===== src/rtl/tpr_pkg.sv =====
`timescale 1ns / 1ps

package tpr_pkg;

   localparam int unsigned RESULT_SLOTS = 3;

   localparam logic [7:0]  START_BYTE0  = 8'h00;
   localparam logic [7:0]  START_BYTE1  = 8'h00;
   localparam logic [7:0]  START_BYTE2  = 8'h01;
   localparam logic [16:0] HEADER_EXTRA = 17'd6;
   localparam logic [16:0] COPIED_MAX   = 17'h1FFFF;

   typedef enum logic [1:0] {
      CMD_WRITE = 2'd0,
      CMD_END   = 2'd1,
      CMD_FLUSH = 2'd2
   } tpr_cmd_type;

   typedef struct packed {
      logic [7:0]  payload_bytes;
      logic        start_flag;
      logic        is_duplicate;
      logic        is_scrambled;
      logic [7:0]  first_byte;
      logic [7:0]  second_byte;
      logic [7:0]  third_byte;
      logic [7:0]  length_high;
      logic [7:0]  length_low;
      logic [15:0] space_free;
   } tpr_req_type;

   typedef struct packed {
      logic [1:0]  command;
      logic [7:0]  write_len;
      logic [15:0] packets_started;
      logic        last;
   } tpr_rsp_type;

   typedef struct packed {
      logic        in_packet;
      logic [16:0] expected_len;
      logic [16:0] copied_len;
      logic [15:0] start_count;
   } tpr_state_type;

   typedef struct packed {
      logic [1:0]                         count;
      tpr_cmd_type [RESULT_SLOTS-1:0]     cmd;
      logic [RESULT_SLOTS-1:0][7:0]       wlen;
      logic [15:0]                        started;
   } tpr_result_type;

endpackage


===== src/rtl/tpr_frame.sv =====
`timescale 1ns / 1ps

module tpr_frame import tpr_pkg::*; #(
   parameter int unsigned MAX_PAYLOAD = 184
) (
   input  logic           service_enable,
   input  tpr_req_type    item,
   input  tpr_state_type  state_cur,
   output tpr_state_type  state_nxt,
   output tpr_result_type result
);

   logic        accept_item;
   logic        start_code;
   logic        pre_end;
   logic        mid_present;
   logic        overflow;
   logic        post_end;
   logic [16:0] base_len;
   logic [17:0] sum_len;
   tpr_cmd_type mid_cmd;
   logic [7:0]  mid_wlen;

   always_comb begin
      accept_item = service_enable && (item.payload_bytes != 8'd0)
                    && (item.payload_bytes <= 8'(MAX_PAYLOAD)) && !item.is_duplicate;
      start_code  = item.start_flag && (item.first_byte == START_BYTE0)
                    && (item.second_byte == START_BYTE1) && (item.third_byte == START_BYTE2);
      state_nxt   = state_cur;
      pre_end     = 1'b0;
      mid_present = 1'b0;
      post_end    = 1'b0;
      overflow    = item.space_free < {8'd0, item.payload_bytes};
      base_len    = state_cur.copied_len;
      sum_len     = 18'd0;

      if (accept_item) begin
         if (item.is_scrambled) begin
            state_nxt.in_packet = 1'b0;
         end else begin
            if (start_code) begin
               state_nxt.start_count  = state_cur.start_count + 16'd1;
               pre_end                = state_cur.in_packet;
               state_nxt.in_packet    = 1'b1;
               state_nxt.expected_len = {1'b0, item.length_high, item.length_low}
                                        + HEADER_EXTRA;
               base_len               = 17'd0;
               mid_present            = 1'b1;
            end else if (state_cur.in_packet) begin
               mid_present = 1'b1;
            end
            if (mid_present) begin
               sum_len = {1'b0, base_len} + {10'd0, item.payload_bytes};
               if (overflow) begin
                  state_nxt.in_packet = 1'b0;
               end else begin
                  state_nxt.copied_len = sum_len[17] ? COPIED_MAX : sum_len[16:0];
               end
            end
            if (!(mid_present && overflow) && state_nxt.in_packet
                && (state_nxt.expected_len != HEADER_EXTRA)
                && (state_nxt.copied_len >= state_nxt.expected_len)) begin
               post_end            = 1'b1;
               state_nxt.in_packet = 1'b0;
            end
         end
      end
   end

   always_comb begin
      mid_cmd        = overflow ? CMD_FLUSH : CMD_WRITE;
      mid_wlen       = overflow ? 8'd0 : item.payload_bytes;
      result.count   = {1'b0, pre_end} + {1'b0, mid_present} + {1'b0, post_end};
      result.started = state_nxt.start_count;
      result.cmd[2]  = CMD_END;
      result.wlen[2] = 8'd0;
      if (pre_end) begin
         result.cmd[0]  = CMD_END;
         result.wlen[0] = 8'd0;
         result.cmd[1]  = mid_cmd;
         result.wlen[1] = mid_wlen;
      end else begin
         result.cmd[0]  = mid_cmd;
         result.wlen[0] = mid_wlen;
         result.cmd[1]  = CMD_END;
         result.wlen[1] = 8'd0;
      end
   end

endmodule


===== src/rtl/ts_to_pes_reassembly.sv =====
`timescale 1ns / 1ps

// PES framing for the transport packets of one PID. One descriptor can be
// taken every cycle unless req_stall is high: it is registered, then the
// framing state is updated in a single pass and its commands (up to three:
// optional end of the open packet, write or flush, optional end on reaching
// the PES length) are loaded into a result buffer that drives one word per
// cycle on the rsp channel unless rsp_stall is high. A descriptor with words
// waits in the input register until the last word of the buffer is taken;
// descriptors that yield no word never wait on rsp.
module ts_to_pes_reassembly import tpr_pkg::*; #(
   parameter int unsigned MAX_PAYLOAD = 184
) (
   input  logic        clock,
   input  logic        reset,
   input  logic        csr_wr_en,
   input  logic        csr_wr_data,
   input  logic        req_valid,
   output logic        req_stall,
   input  tpr_req_type req_word,
   output logic        rsp_valid,
   input  logic        rsp_stall,
   output tpr_rsp_type rsp_word
);

   logic           service_enable_ff;
   logic           in_valid_ff, in_valid_in;
   tpr_req_type    in_word_ff;
   tpr_state_type  state_ff;
   tpr_state_type  state_in;
   tpr_state_type  state_calc;
   tpr_result_type result;

   logic                             bnd_valid_ff;
   logic [1:0]                       bnd_count_ff;
   logic [1:0]                       bnd_idx_ff;
   tpr_cmd_type [RESULT_SLOTS-1:0]   bnd_cmd_ff;
   logic [RESULT_SLOTS-1:0][7:0]     bnd_wlen_ff;
   logic [15:0]                      bnd_started_ff;

   logic bnd_last;
   logic take_last;
   logic bnd_free;
   logic advance;
   logic req_take;
   logic enable_rise;

   tpr_frame #(.MAX_PAYLOAD(MAX_PAYLOAD)) u_frame (
      .service_enable (service_enable_ff),
      .item           (in_word_ff),
      .state_cur      (state_ff),
      .state_nxt      (state_calc),
      .result         (result)
   );

   assign bnd_last  = bnd_idx_ff == (bnd_count_ff - 2'd1);
   assign take_last = bnd_valid_ff && !rsp_stall && bnd_last;
   assign bnd_free  = !bnd_valid_ff || take_last;
   assign advance   = in_valid_ff && ((result.count == 2'd0) || bnd_free);
   assign req_stall = in_valid_ff && !advance;
   assign req_take  = req_valid && !req_stall;
   assign in_valid_in = req_take || (in_valid_ff && !advance);

   assign enable_rise = csr_wr_en && csr_wr_data && !service_enable_ff;

   // enabling the service restarts the start-code hunt
   always_comb begin
      state_in = advance ? state_calc : state_ff;
      if (enable_rise) begin
         state_in.in_packet = 1'b0;
      end
   end

   assign rsp_valid                = bnd_valid_ff;
   assign rsp_word.command         = bnd_cmd_ff[bnd_idx_ff];
   assign rsp_word.write_len       = bnd_wlen_ff[bnd_idx_ff];
   assign rsp_word.packets_started = bnd_started_ff;
   assign rsp_word.last            = bnd_last;

   always_ff @(posedge clock) begin
      if (reset) begin
         in_valid_ff <= 1'b0;
      end else begin
         in_valid_ff <= in_valid_in;
      end
      if (req_take) begin
         in_word_ff <= req_word;
      end
   end

   always_ff @(posedge clock) begin
      if (reset) begin
         service_enable_ff <= 1'b0;
         state_ff          <= '0;
      end else begin
         state_ff <= state_in;
         if (csr_wr_en) begin
            service_enable_ff <= csr_wr_data;
         end
      end
   end

   always_ff @(posedge clock) begin
      if (reset) begin
         bnd_valid_ff <= 1'b0;
         bnd_count_ff <= 2'd0;
         bnd_idx_ff   <= 2'd0;
      end else begin
         priority if (advance && (result.count != 2'd0)) begin
            bnd_valid_ff <= 1'b1;
            bnd_count_ff <= result.count;
            bnd_idx_ff   <= 2'd0;
         end else if (take_last) begin
            bnd_valid_ff <= 1'b0;
         end else if (bnd_valid_ff && !rsp_stall) begin
            bnd_idx_ff <= bnd_idx_ff + 2'd1;
         end
      end
   end

   always_ff @(posedge clock) begin
      if (advance && (result.count != 2'd0)) begin
         bnd_cmd_ff     <= result.cmd;
         bnd_wlen_ff    <= result.wlen;
         bnd_started_ff <= result.started;
      end
   end

endmodule


===== config.mk =====
export PLATFORM = sky130hd
export DESIGN_NAME = ts_to_pes_reassembly
export DESIGN_NICKNAME = d
export VERILOG_FILES = /design/src/rtl/tpr_pkg.sv /design/src/rtl/tpr_frame.sv /design/src/rtl/ts_to_pes_reassembly.sv
export SDC_FILE = /design/constraint.sdc
export NUM_CORES = 1
export LEC_CHECK = 0
export BUFFER_PORTS_ARGS = -buffer_cell sky130_fd_sc_hd__buf_2
export CAP_MARGIN = 5
export CORE_AREA = 8 8 124 126
export DETAILED_ROUTE_END_ITERATION = 6
export DIE_AREA = 0 0 132 134
export GPL_TIMING_DRIVEN = 0
export PLACE_DENSITY_LB_ADDON = 0.12
export SYNTH_ARGS = -nofsm -noshare
export SYNTH_HDL_FRONTEND = slang
export SYNTH_SLANG_ARGS = --single-unit

===== constraint.sdc =====
create_clock -name clock -period 24.8 [get_ports clock]
set_clock_uncertainty 0.2 [all_clocks]
set_input_delay 1.24 -clock clock [delete_from_list [all_inputs] [get_ports clock]]
set_output_delay 1.24 -clock clock [all_outputs]
set_load 0.005 [all_outputs]

==> results.yml, run 1 <==
sta:
  timing.fmax_mhz: 107
  finalSetupViolCount: 0
  setup_total_negative_slack_ns: 0
  worst_pin_slew_ns: 1.19
  final-hold-violation-count: 0
  timing_max_transition_violations_final: 0
  fin_crit_ns: 9.34
  timing.slew.headroom: 0.200
  post-route-period-util: 0.376
  rsz0062_at_grt: "no"
logic_synthesis:
  synth_simple_gate_area_share: 0.193
  synth_compound_area_frac: 0.120
  yosys_warnings: 0
  dominantRegCellSynth: "sky130_fd_sc_hd__edfxtp_1"
  synthDominantCellAreaShare: 0.377
  synth_xor_area_frac: 0.0543
  muxShareOfSynthArea: 0.0275
  synthAdderAreaFrac: 0.0568
  synth_top_family_by_area: "simple AND/OR/NAND/NOR gates"
  synth_nets: 892
  postSynthRegisterBits: 161
  async_flop_share: 0
  synth.largest_area_cell: "sky130_fd_sc_hd__edfxtp_1"
  mean_syn_cell_area_um2: 10.5
  synth.cell_area_um2: 8200
  yosysUniqueCellTypes: 70
  number_of_flops_mapped_to_enable_cells_by_yosys: 103
  synthCells: 783
  synth_area_leaders: "sky130_fd_sc_hd__edfxtp_1 38%, sky130_fd_sc_hd__dfxtp_1 14%, sky130_fd_sc_hd__ha_1 5.2%"
  seq_area_frac_synth: 0.519
setup_path:
  timing.setup.critical_path_class: "register to output port"
  critPathLaunch: "in_word_ff[34]$_DFFE_PP_"
  cp_data_required_time_ns: 23.36
  critPathArrivalTime_ns: 7.90
  timing.critical_path.mode_cell: "sky130_fd_sc_hd__o21ai_0"
  start_kind: "register"
  endpoint_kind: "output port"
  r2r_slack_ns: 15.65
  reg_to_reg_critical_path_endpoint: "bnd_wlen_ff[5]$_SDFFCE_PP0P_"
  crit-reg2reg-launch: "in_word_ff[34]$_DFFE_PP_"
  worstRegToRegCells: 29
  critical-path-slowest-cell: "sky130_fd_sc_hd__nor3_2"
  cpPeakStageDelay_ns: 0.65
  largest_driver_fanout_on_the_critical_path: 10
global_route:
  grt_max_degree: 39
  vias_in_the_first_global_route: 6520
  grtUsageTotal: 0.224
  grt.overflow.total: 0
  grt_antenna_before_repair: 0
  grt_pass1_wl_um: 31800
route:
  detailedRoute.firstIterationViolations: 549
  route.detailed.drc: 0
  drt_pre_antenna_iters: 7
  drt_wl_total_um: 19300
  dr_total_vias: 6505
  routed_wire_length_per_instance_um: 17.6
  final_antenna_net_count: 0
  vias_per_cell: 5.93
finish:
  num_antenna_cells: 0
  layout.cells.most_common: "sky130_fd_sc_hd__buf_2"
  mostFrequentLayoutCells: "107 x sky130_fd_sc_hd__buf_2, 103 x sky130_fd_sc_hd__edfxtp_1, 98 x sky130_fd_sc_hd__nor2_1, 58 x sky130_fd_sc_hd__dfxtp_1, 57 x sky130_fd_sc_hd__nand2_1"
  syn_to_final_growth_pct: 16.9
  final_area_um2: 9580
  final_nets: 1013
  drive_above_1_share: 0.185
placed_design:
  buffer_ports.inserted: 100
  place_hpwl_um: 14100
  placed_cell_area_um2: 8950
  gp_routability_congestion: 0.899
die:
  die_area_um2: 17700
  floorplan.io_pins: 102
  core_region_area_um2: 13500
  std_cell_rows: 43
  initial_core_util: 0.607
  floorplan.die.width_um: 132
  chipHeight_um: 134
power:
  internal_dissipation_uw: 467
  swShare: 0.213
  clockPowerShare: 0.445
  total_switching_power_uw: 126
  seq_power_share: 0.508
  irDropWorstVdd_mv: 0.0528
  cell_area_power_density_nw_per_um2: 61.8
  power_frac_comb: 0.047
  static-leakage-power_nw: 3.73
worst_hold_path:
  min-delay-start: "rsp_valid$_SDFFE_PP0P_"
  worstHoldPathType: "register to register"
  hold_path_end: "rsp_valid$_SDFFE_PP0P_"
  hold_path_stages: 2
clock_tree:
  cts_hold_buf: 0
  numClockSinks: 161
  cts_root_buf: "sky130_fd_sc_hd__clkbuf_16"
  clkTransAtPathRegs_ns: 0.06
  cts.repair.resized: 0
  cts_htree_levels: 4
  numCtsBuffers: 17
  cts.repair_timing.setup_buffer_count: 0
  cts-root-to-sink-buffers: 2
  worst_skew_pair_latency_ns: 0.44
  cts_tree: "yes"
run_status:
  run_status: "complete, no violations"
job:
  drv.max_cap_violation_count: 0
-- worst max path at each step --
stage | end | slack, ns | depth (start not counted)
2_1_floorplan | in_word_ff[0]$_DFFE_PP_ | 15.72 | 27
3_3_place_gp | in_word_ff[22]$_DFFE_PP_ | 13.42 | 27
3_5_place_dp | bnd_started_ff[5]$_DFFE_PP_ | 15.35 | 28
4_1_cts | bnd_started_ff[15]$_DFFE_PP_ | 15.28 | 28
5_1_grt | req_stall | 14.94 | 27
6_report | req_stall | 15.46 | 27
-- Yosys cell counts (9+ instances only) --
cell / number
sky130_fd_sc_hd__inv_1: 19
sky130_fd_sc_hd__nand2b_1: 10
sky130_fd_sc_hd__nor4_1: 12
sky130_fd_sc_hd__and2_1: 14
sky130_fd_sc_hd__and3_1: 15
sky130_fd_sc_hd__clkbuf_1: 21
sky130_fd_sc_hd__edfxtp_1: 103
sky130_fd_sc_hd__dfxtp_1: 58
sky130_fd_sc_hd__ha_1: 34
sky130_fd_sc_hd__o21ai_0: 34
sky130_fd_sc_hd__nor2_1: 99
sky130_fd_sc_hd__nand2_1: 57
sky130_fd_sc_hd__nand3_1: 20
sky130_fd_sc_hd__mux2i_1: 18
sky130_fd_sc_hd__xor2_1: 28
sky130_fd_sc_hd__xnor2_1: 21
sky130_fd_sc_hd__nor3_1: 26
sky130_fd_sc_hd__nand4_1: 14
sky130_fd_sc_hd__a211oi_2: 9
sky130_fd_sc_hd__a21oi_1: 56
-- worst max-delay path, delay by kind of cell (launching register included) --
kind	cells	cell delay (ns)
AOI/OAI and AO/OA	7	1.47
DFF	1	0.36
buffers and inverters	4	0.98
adders and majority gates	3	1.18
and+or+nand+nor	13	3.45
-- sequential cells by signal, indices dropped and copies added (netlist names) --
| register | cells |
|---|---|
| bnd_count_ff | 2 |
| bnd_wlen_ff | 16 |
| bnd_started_ff | 16 |
| rsp_valid | 1 |
| service_enable_ff | 1 |
| in_valid_ff | 1 |
| in_word_ff | 67 |
| bnd_cmd_ff | 4 |
| state_ff | 51 |
| bnd_idx_ff | 2 |
-- cells by family (layout without fill, tap and decap cells) --
kind of cell,count (synthesis),after routing
buffers and inverters,53,187
adders and majority gates,36,36
DFF,161,161
AOI/OAI and AO/OA,151,151
muxes,22,22
and+or+nand+nor,310,310
xor gates and xnor gates,50,50
-- layout make-up --
| cell class | instances | area, µm² |
|---|---|---|
| fillers | 1014 | 3920 |
| well taps | 180 | 225 |
| multi-input cells | 569 | 3710 |
| repair buffers | 102 | 548 |
| clock inverters | 9 | 73.8 |
| clock buffers | 23 | 532 |
| inverters | 20 | 75.1 |
| flip-flops and latches | 161 | 4250 |
| plain buffers | 33 | 163 |
-- through the flow --
step	std cells	util	hold slack [ns]	total power, mW	setup slack, ns
finish	1097	0.710	0.296	0.593	15.46
global route	1097	0.710	0.321	0.609	14.94
CTS	1096	0.708	0.286	0.595	15.28
detailed placement	1064	0.663	0.279	0.334	15.35
global placement	1063	0.661	0.267	0.333	13.42
floorplan	783	-	0.254	0.322	15.72
-- routing by layer --
metal / wire [µm] / vias up / global-route usage / share of wire
li1: - / 3114 / - / -
met1: 8170 / 3117 / 0.272 / 0.42
met2: 9440 / 228 / 0.375 / 0.49
met3: 1250 / 46 / 0.0535 / 0.065
met4: 437 / 0 / 0.0957 / 0.023
met5: 0 / - / 0 / 0
-- power groups by stage --
stage	Clock [mW]	Combinational, mW	Sequential (mW)
2_1_floorplan	0	0.0165	0.305
3_3_place_gp	0	0.0257	0.307
3_5_place_dp	0	0.0274	0.307
4_1_cts	0.266	0.0276	0.301
5_1_grt	0.276	0.0307	0.302
6_report	0.264	0.0277	0.301
(Power assumes the default switching activity.)
==> run 2: changes to the inputs <==
--- a/config.mk
+++ b/config.mk
@@ -7,9 +7,9 @@
 export LEC_CHECK = 0
 export BUFFER_PORTS_ARGS = -buffer_cell sky130_fd_sc_hd__buf_2
 export CAP_MARGIN = 5
-export CORE_AREA = 8 8 124 126
+export CORE_AREA = 8 8 134 136
 export DETAILED_ROUTE_END_ITERATION = 6
-export DIE_AREA = 0 0 132 134
+export DIE_AREA = 0 0 142 144
 export GPL_TIMING_DRIVEN = 0
 export PLACE_DENSITY_LB_ADDON = 0.12
 export SYNTH_ARGS = -nofsm -noshare
==> constraint.sdc (replaced) <==
create_clock -name clock -period 7.51 [get_ports clock]
set_clock_uncertainty 0.2 [all_clocks]
set_input_delay 0.3755 -clock clock [delete_from_list [all_inputs] [get_ports clock]]
set_output_delay 0.3755 -clock clock [all_outputs]
set_load 0.005 [all_outputs]
==> run 2 against run 1 <==
Power grew to 3.4 times the previous value. Sequential share of layout area shrank 4.7 points. Cell count grew 12%.
==> results.yml, run 2 (same netlist as run 1, synthesis figures left out) <==
setup_path:
  critPathArrivalTime_ns: 7.32
  cpPeakStageDelay_ns: 0.57
  cp_data_required_time_ns: 7.62
  critical-path-slowest-cell: "sky130_fd_sc_hd__fa_2"
  endpoint_kind: "register"
  start_kind: "register"
  largest_driver_fanout_on_the_critical_path: 10
  timing.setup.critical_path_class: "register to register"
  r2r_slack_ns: 0.30
finish:
  layout.cells.most_common: "sky130_fd_sc_hd__buf_2"
  biggest_regs: "in_word_ff: 67 flops, state_ff: 51 flops"
  largest_reg_flops: 67
  mostFrequentLayoutCells: "108 x sky130_fd_sc_hd__buf_2, 103 x sky130_fd_sc_hd__edfxtp_1, 97 x sky130_fd_sc_hd__nor2_1, 67 x sky130_fd_sc_hd__dlygate4sd3_1, 58 x sky130_fd_sc_hd__dfxtp_1"
  num_antenna_cells: 0
  final_nets: 1101
  register_name_with_the_most_flops: "in_word_ff"
  final_area_um2: 10700
  drive_above_1_share: 0.222
  syn_to_final_growth_pct: 30.8
worst_hold_path:
  worstHoldPathType: "input pin to register"
clock_tree:
  cts-root-to-sink-buffers: 2
  numClockSinks: 161
  cts_htree_levels: 4
  worst_skew_pair_latency_ns: 0.41
  cts_root_buf: "sky130_fd_sc_hd__clkbuf_16"
  clkTransAtPathRegs_ns: 0.06
  numCtsBuffers: 17
  cts_tree: "yes"
die:
  chipHeight_um: 144
  core_region_area_um2: 16100
  floorplan.die.width_um: 142
  initial_core_util: 0.511
  die_area_um2: 20400
  floorplan.io_pins: 102
  std_cell_rows: 47
sta:
  timing_max_transition_violations_final: 0
  timing.fmax_mhz: 139
  rsz0062_at_grt: "no"
  finalSetupViolCount: 0
  post-route-period-util: 0.960
  timing.slew.headroom: 0.302
  fin_crit_ns: 7.21
  fin_worst_setup_slack_ns: 0.297
  final-hold-violation-count: 0
  worst_pin_slew_ns: 1.04
placed_design:
  place_hpwl_um: 14600
  buffer_ports.inserted: 100
  gp_routability_congestion: 0.909
  placed_cell_area_um2: 9000
  placement.setup.worst_slack_ns: -2.11
route:
  drt_pre_antenna_iters: 5
  dr_total_vias: 6778
  route.detailed.drc: 0
  routed_wire_length_per_instance_um: 17.6
  final_antenna_net_count: 0
  vias_per_cell: 5.53
  detailedRoute.firstIterationViolations: 552
  drt_wl_total_um: 21600
power:
  irDropWorstVdd_mv: 0.151
  cell_area_power_density_nw_per_um2: 189
  static-leakage-power_nw: 4.18
global_route:
  grt_antenna_before_repair: 0
  grt.overflow.total: 0
  grt_max_degree: 39
  grtUsageTotal: 0.216
  vias_in_the_first_global_route: 6792
  grt_pass1_wl_um: 34400
job:
  drv.max_cap_violation_count: 0
run_status:
  run_status: "complete, no violations"
[run 2: changes by cell type in the layout (fill, tap and decap cells not counted), sizes merged]
cell	before	now
nor2	101	102
dlygate4sd3	0	67
inv	18	19
clkinv	8	11
clkbuf	44	35
bufinv	1	4
buf	114	136
[run 2: layout make-up]
cell class | instances | area (µm²)
buffer | 32 | 185
timing repair inverter | 1 | 7.51
clock buffer | 17 | 425
clock inverter | 15 | 191
fill | 1251 | 5330
multi-input combinational | 570 | 3910
tap | 220 | 275
inverter | 20 | 78.8
sequential | 161 | 4250
timing repair buffer | 189 | 1400
[run 2: worst paths after layout]
path         cells after the start                             end                      start
max                             32       state_ff[21]$_SDFFE_PP0P_   in_word_ff[45]$_DFFE_PP_
min                              3  service_enable_ff$_SDFFE_PP0P_                csr_wr_data
max reg2reg                     32       state_ff[21]$_SDFFE_PP0P_   in_word_ff[45]$_DFFE_PP_
min reg2reg                      2       state_ff[13]$_SDFFE_PP0N_  state_ff[13]$_SDFFE_PP0N_
[run 2: metrics by stage]
stage	TNS, ns	utilization	hold slack [ns]	power, mW	instances
detailed placement	-196.70	0.561	0.280	1.11	1104
global route	0	0.668	0.0644	2.09	1225
global placement	-222.53	0.559	0.267	1.10	1103
CTS	0	0.654	0.0483	2.03	1213
finish	0	0.668	0.0565	2.03	1225
floorplan	0	-	0.254	1.06	783
[run 2: report_power, final]
part	internal, mW	total [mW]	switching [mW]
logic	0.0675	0.130	0.0624
registers	0.973	0.999	0.0257
clock network	0.555	0.901	0.346
total	1.60	2.03	0.434
[run 2: repair_timing]
item                       4_1_cts  5_1_grt
setup endpoints to repair      161      159
hold buffers                    67        0
hold endpoints to repair        67        0
pin swaps                        5       24
buffers inserted                 8       13
resized for setup               31       35
gates cloned                     2        0
[run 2: critical path: cells and delay by family, from the launching register on]
family | cells | cell delay, ns
DFF | 1 | 0.44
adders and majority gates | 4 | 1.41
AOI/OAI and AO/OA | 10 | 1.73
and+or+nand+nor | 13 | 2.39
buffers and inverters | 5 | 0.89
[run 2: metal layers]
| metal | vias up | GRT usage | part of all wire |
|---|---|---|---|
| li1 | 3287 | - | - |
| met3 | 40 | 0.0409 | 0.061 |
| met2 | 229 | 0.366 | 0.49 |
| met5 | - | 0 | 0 |
| met1 | 3222 | 0.260 | 0.42 |
| met4 | 0 | 0.103 | 0.031 |
==> run 3: changes to the inputs <==
--- a/config.mk
+++ b/config.mk
@@ -12,6 +12,8 @@
 export DIE_AREA = 0 0 142 144
 export GPL_TIMING_DRIVEN = 0
 export PLACE_DENSITY_LB_ADDON = 0.12
+export SETUP_SLACK_MARGIN = 0.5
+export SLEW_MARGIN = 20
 export SYNTH_ARGS = -nofsm -noshare
 export SYNTH_HDL_FRONTEND = slang
 export SYNTH_SLANG_ARGS = --single-unit
==> run 3 against run 2 <==
Utilization is 2.7 points higher. Critical path type unchanged. Largest power group unchanged. Critical path depth is 5 lower. Register-to-register slack better by 0.30 ns. Worst hold slack worse by 0.0078 ns. Power is 1.4% lower. Clock power is 3.4% lower. Maximum frequency is 4.3% higher.
==> results.yml, run 3 (same netlist as run 1, synthesis figures left out) <==
power:
  cell_area_power_density_nw_per_um2: 179
  irDropWorstVdd_mv: 0.154
  static-leakage-power_nw: 4.33
  report.power.total_mw: 2.00
job:
  drv.max_cap_violation_count: 0
sta:
  fin_crit_ns: 6.91
  post-route-period-util: 0.920
  finalSetupViolCount: 0
  rsz0062_at_grt: "yes"
  timing.slew.headroom: 0.429
  setup_total_negative_slack_ns: 0
  worst_pin_slew_ns: 0.844
  timing.fmax_mhz: 145
  final-hold-violation-count: 0
  timing_max_transition_violations_final: 0
die:
  floorplan.io_pins: 102
  die_area_um2: 20400
  core_region_area_um2: 16100
  std_cell_rows: 47
  chipHeight_um: 144
  initial_core_util: 0.511
  floorplan.die.width_um: 142
global_route:
  grt_max_degree: 33
  grtUsageTotal: 0.217
  grt.overflow.total: 0
  vias_in_the_first_global_route: 6926
  grt_pass1_wl_um: 34700
  grt_antenna_before_repair: 0
clock_tree:
  cts_root_buf: "sky130_fd_sc_hd__clkbuf_16"
  numClockSinks: 161
  cts_tree: "yes"
  numCtsBuffers: 17
  cts-root-to-sink-buffers: 2
  clkTransAtPathRegs_ns: 0.07
  worst_skew_pair_latency_ns: 0.43
  cts_htree_levels: 4
finish:
  biggest_regs: "in_word_ff: 67 flops, state_ff: 51 flops"
  sequential_cell_area_um2: 4250
  largest_reg_flops: 67
  stdcell_count: 1245
  multi_input_comb_area_um2: 4140
  mostFrequentLayoutCells: "105 x sky130_fd_sc_hd__buf_2, 103 x sky130_fd_sc_hd__edfxtp_1, 94 x sky130_fd_sc_hd__nor2_1, 67 x sky130_fd_sc_hd__dlygate4sd3_1, 58 x sky130_fd_sc_hd__dfxtp_1"
  layout.cells.most_common: "sky130_fd_sc_hd__buf_2"
  syn_to_final_growth_pct: 36.1
  final_nets: 1121
  register_name_with_the_most_flops: "in_word_ff"
  num_antenna_cells: 0
  fillers: 1185
  drive_above_1_share: 0.271
route:
  route.detailed.drc: 0
  vias_per_cell: 5.53
  drt_pre_antenna_iters: 5
  drt_wl_total_um: 22300
  final_antenna_net_count: 0
  dr_total_vias: 6884
  routed_wire_length_per_instance_um: 17.9
  detailedRoute.firstIterationViolations: 536
placed_design:
  inst_count_dp: 1105
  gp_routability_congestion: 0.885
  place_hpwl_um: 14700
  buffer_ports.inserted: 100
setup_path:
  start_kind: "register"
  critPathArrivalTime_ns: 7.05
  endpoint_kind: "register"
  largest_driver_fanout_on_the_critical_path: 10
  timing.setup.critical_path_class: "register to register"
  cp_data_required_time_ns: 7.64
run_status:
  run_status: "complete, no violations"
worst_hold_path:
  worstHoldPathType: "input pin to register"
[run 3: path summary, 6_finish.rpt]
| path | startpoint | endpoint | slack (ns) | cells past startpoint |
|---|---|---|---|---|
| max | in_word_ff[66]$_DFFE_PP_ | state_ff[22]$_SDFFE_PP0P_ | 0.60 | 27 |
| min reg2reg | rsp_valid$_SDFFE_PP0P_ | rsp_valid$_SDFFE_PP0P_ | 0.30 | 2 |
| min | csr_wr_data | service_enable_ff$_SDFFE_PP0P_ | 0.05 | 3 |
| max reg2reg | in_word_ff[66]$_DFFE_PP_ | state_ff[22]$_SDFFE_PP0P_ | 0.60 | 27 |
[run 3: layer usage]
| layer | vias to the layer above | track usage | wire length (µm) |
|---|---|---|---|
| met4 | 0 | 0.0888 | 633 |
| met5 | - | 0 | 0 |
| li1 | 3333 | - | - |
| met1 | 3273 | 0.259 | 9240 |
| met3 | 42 | 0.0532 | 1450 |
| met2 | 236 | 0.369 | 11000 |
[run 3: where the power goes]
| part | internal, mW | switching [mW] |
|---|---|---|
| Clock | 0.496 | 0.374 |
| Sequential | 0.972 | 0.0254 |
| Combinational | 0.0698 | 0.0642 |
| Total | 1.54 | 0.464 |
[run 3: layout make-up]
type,count,area share
sequential,161,0.381
multi-input combinational,569,0.371
timing repair buffer,209,0.143
clock buffer,18,0.0385
tap,220,0.0247
buffer,33,0.0205
clock inverter,14,0.0138
inverter,20,0.00706
timing repair inverter,1,0.000673
[run 3: worst max-delay path, cell delays in order (launching register included)]
cell and delay [ns]:
sky130_fd_sc_hd__edfxtp_1 0.49, sky130_fd_sc_hd__inv_1 0.20, sky130_fd_sc_hd__ha_1 0.29, sky130_fd_sc_hd__a211oi_1 0.28
sky130_fd_sc_hd__o211ai_1 0.14, sky130_fd_sc_hd__nor4_1 0.52, sky130_fd_sc_hd__o31ai_2 0.29, sky130_fd_sc_hd__nand2_1 0.27
sky130_fd_sc_hd__clkbuf_1 0.46, sky130_fd_sc_hd__o21ai_0 0.32, sky130_fd_sc_hd__ha_1 0.39, sky130_fd_sc_hd__nand2_1 0.09
sky130_fd_sc_hd__nor4_4 0.33, sky130_fd_sc_hd__o41ai_2 0.10, sky130_fd_sc_hd__and4b_1 0.22, sky130_fd_sc_hd__a41oi_2 0.17
sky130_fd_sc_hd__and3_4 0.21, sky130_fd_sc_hd__fa_2 0.45, sky130_fd_sc_hd__nor2_2 0.13, sky130_fd_sc_hd__nor2b_2 0.07
sky130_fd_sc_hd__a21boi_4 0.20, sky130_fd_sc_hd__and2_4 0.18, sky130_fd_sc_hd__buf_8 0.09, sky130_fd_sc_hd__and3_4 0.23
sky130_fd_sc_hd__buf_8 0.15, sky130_fd_sc_hd__buf_6 0.11, sky130_fd_sc_hd__nor2_2 0.03, sky130_fd_sc_hd__a311oi_1 0.21
[run 3: through the flow]
step | setup slack [ns] | hold slack (ns) | cell area [µm²] | utilization
after floorplan | 0.503 | 0.254 | 8230 | -
after global placement | -1.27 | 0.267 | 9000 | 0.561
after global routing | 0.332 | 0.0523 | 11200 | 0.695
after CTS | 0.507 | 0.0189 | 10600 | 0.662
after detailed placement | -1.27 | 0.279 | 9050 | 0.564
final | 0.597 | 0.0487 | 11200 | 0.695
[run 3: timing repair]
item                                    4_1_cts  5_1_grt
endpoints found under the setup margin      161      159
setup buffers                                16       21
pin swaps                                    19       44
endpoints found under the hold margin        67        0
resized for setup                            50       79
cloned                                        1        3
hold buffers                                 67        0
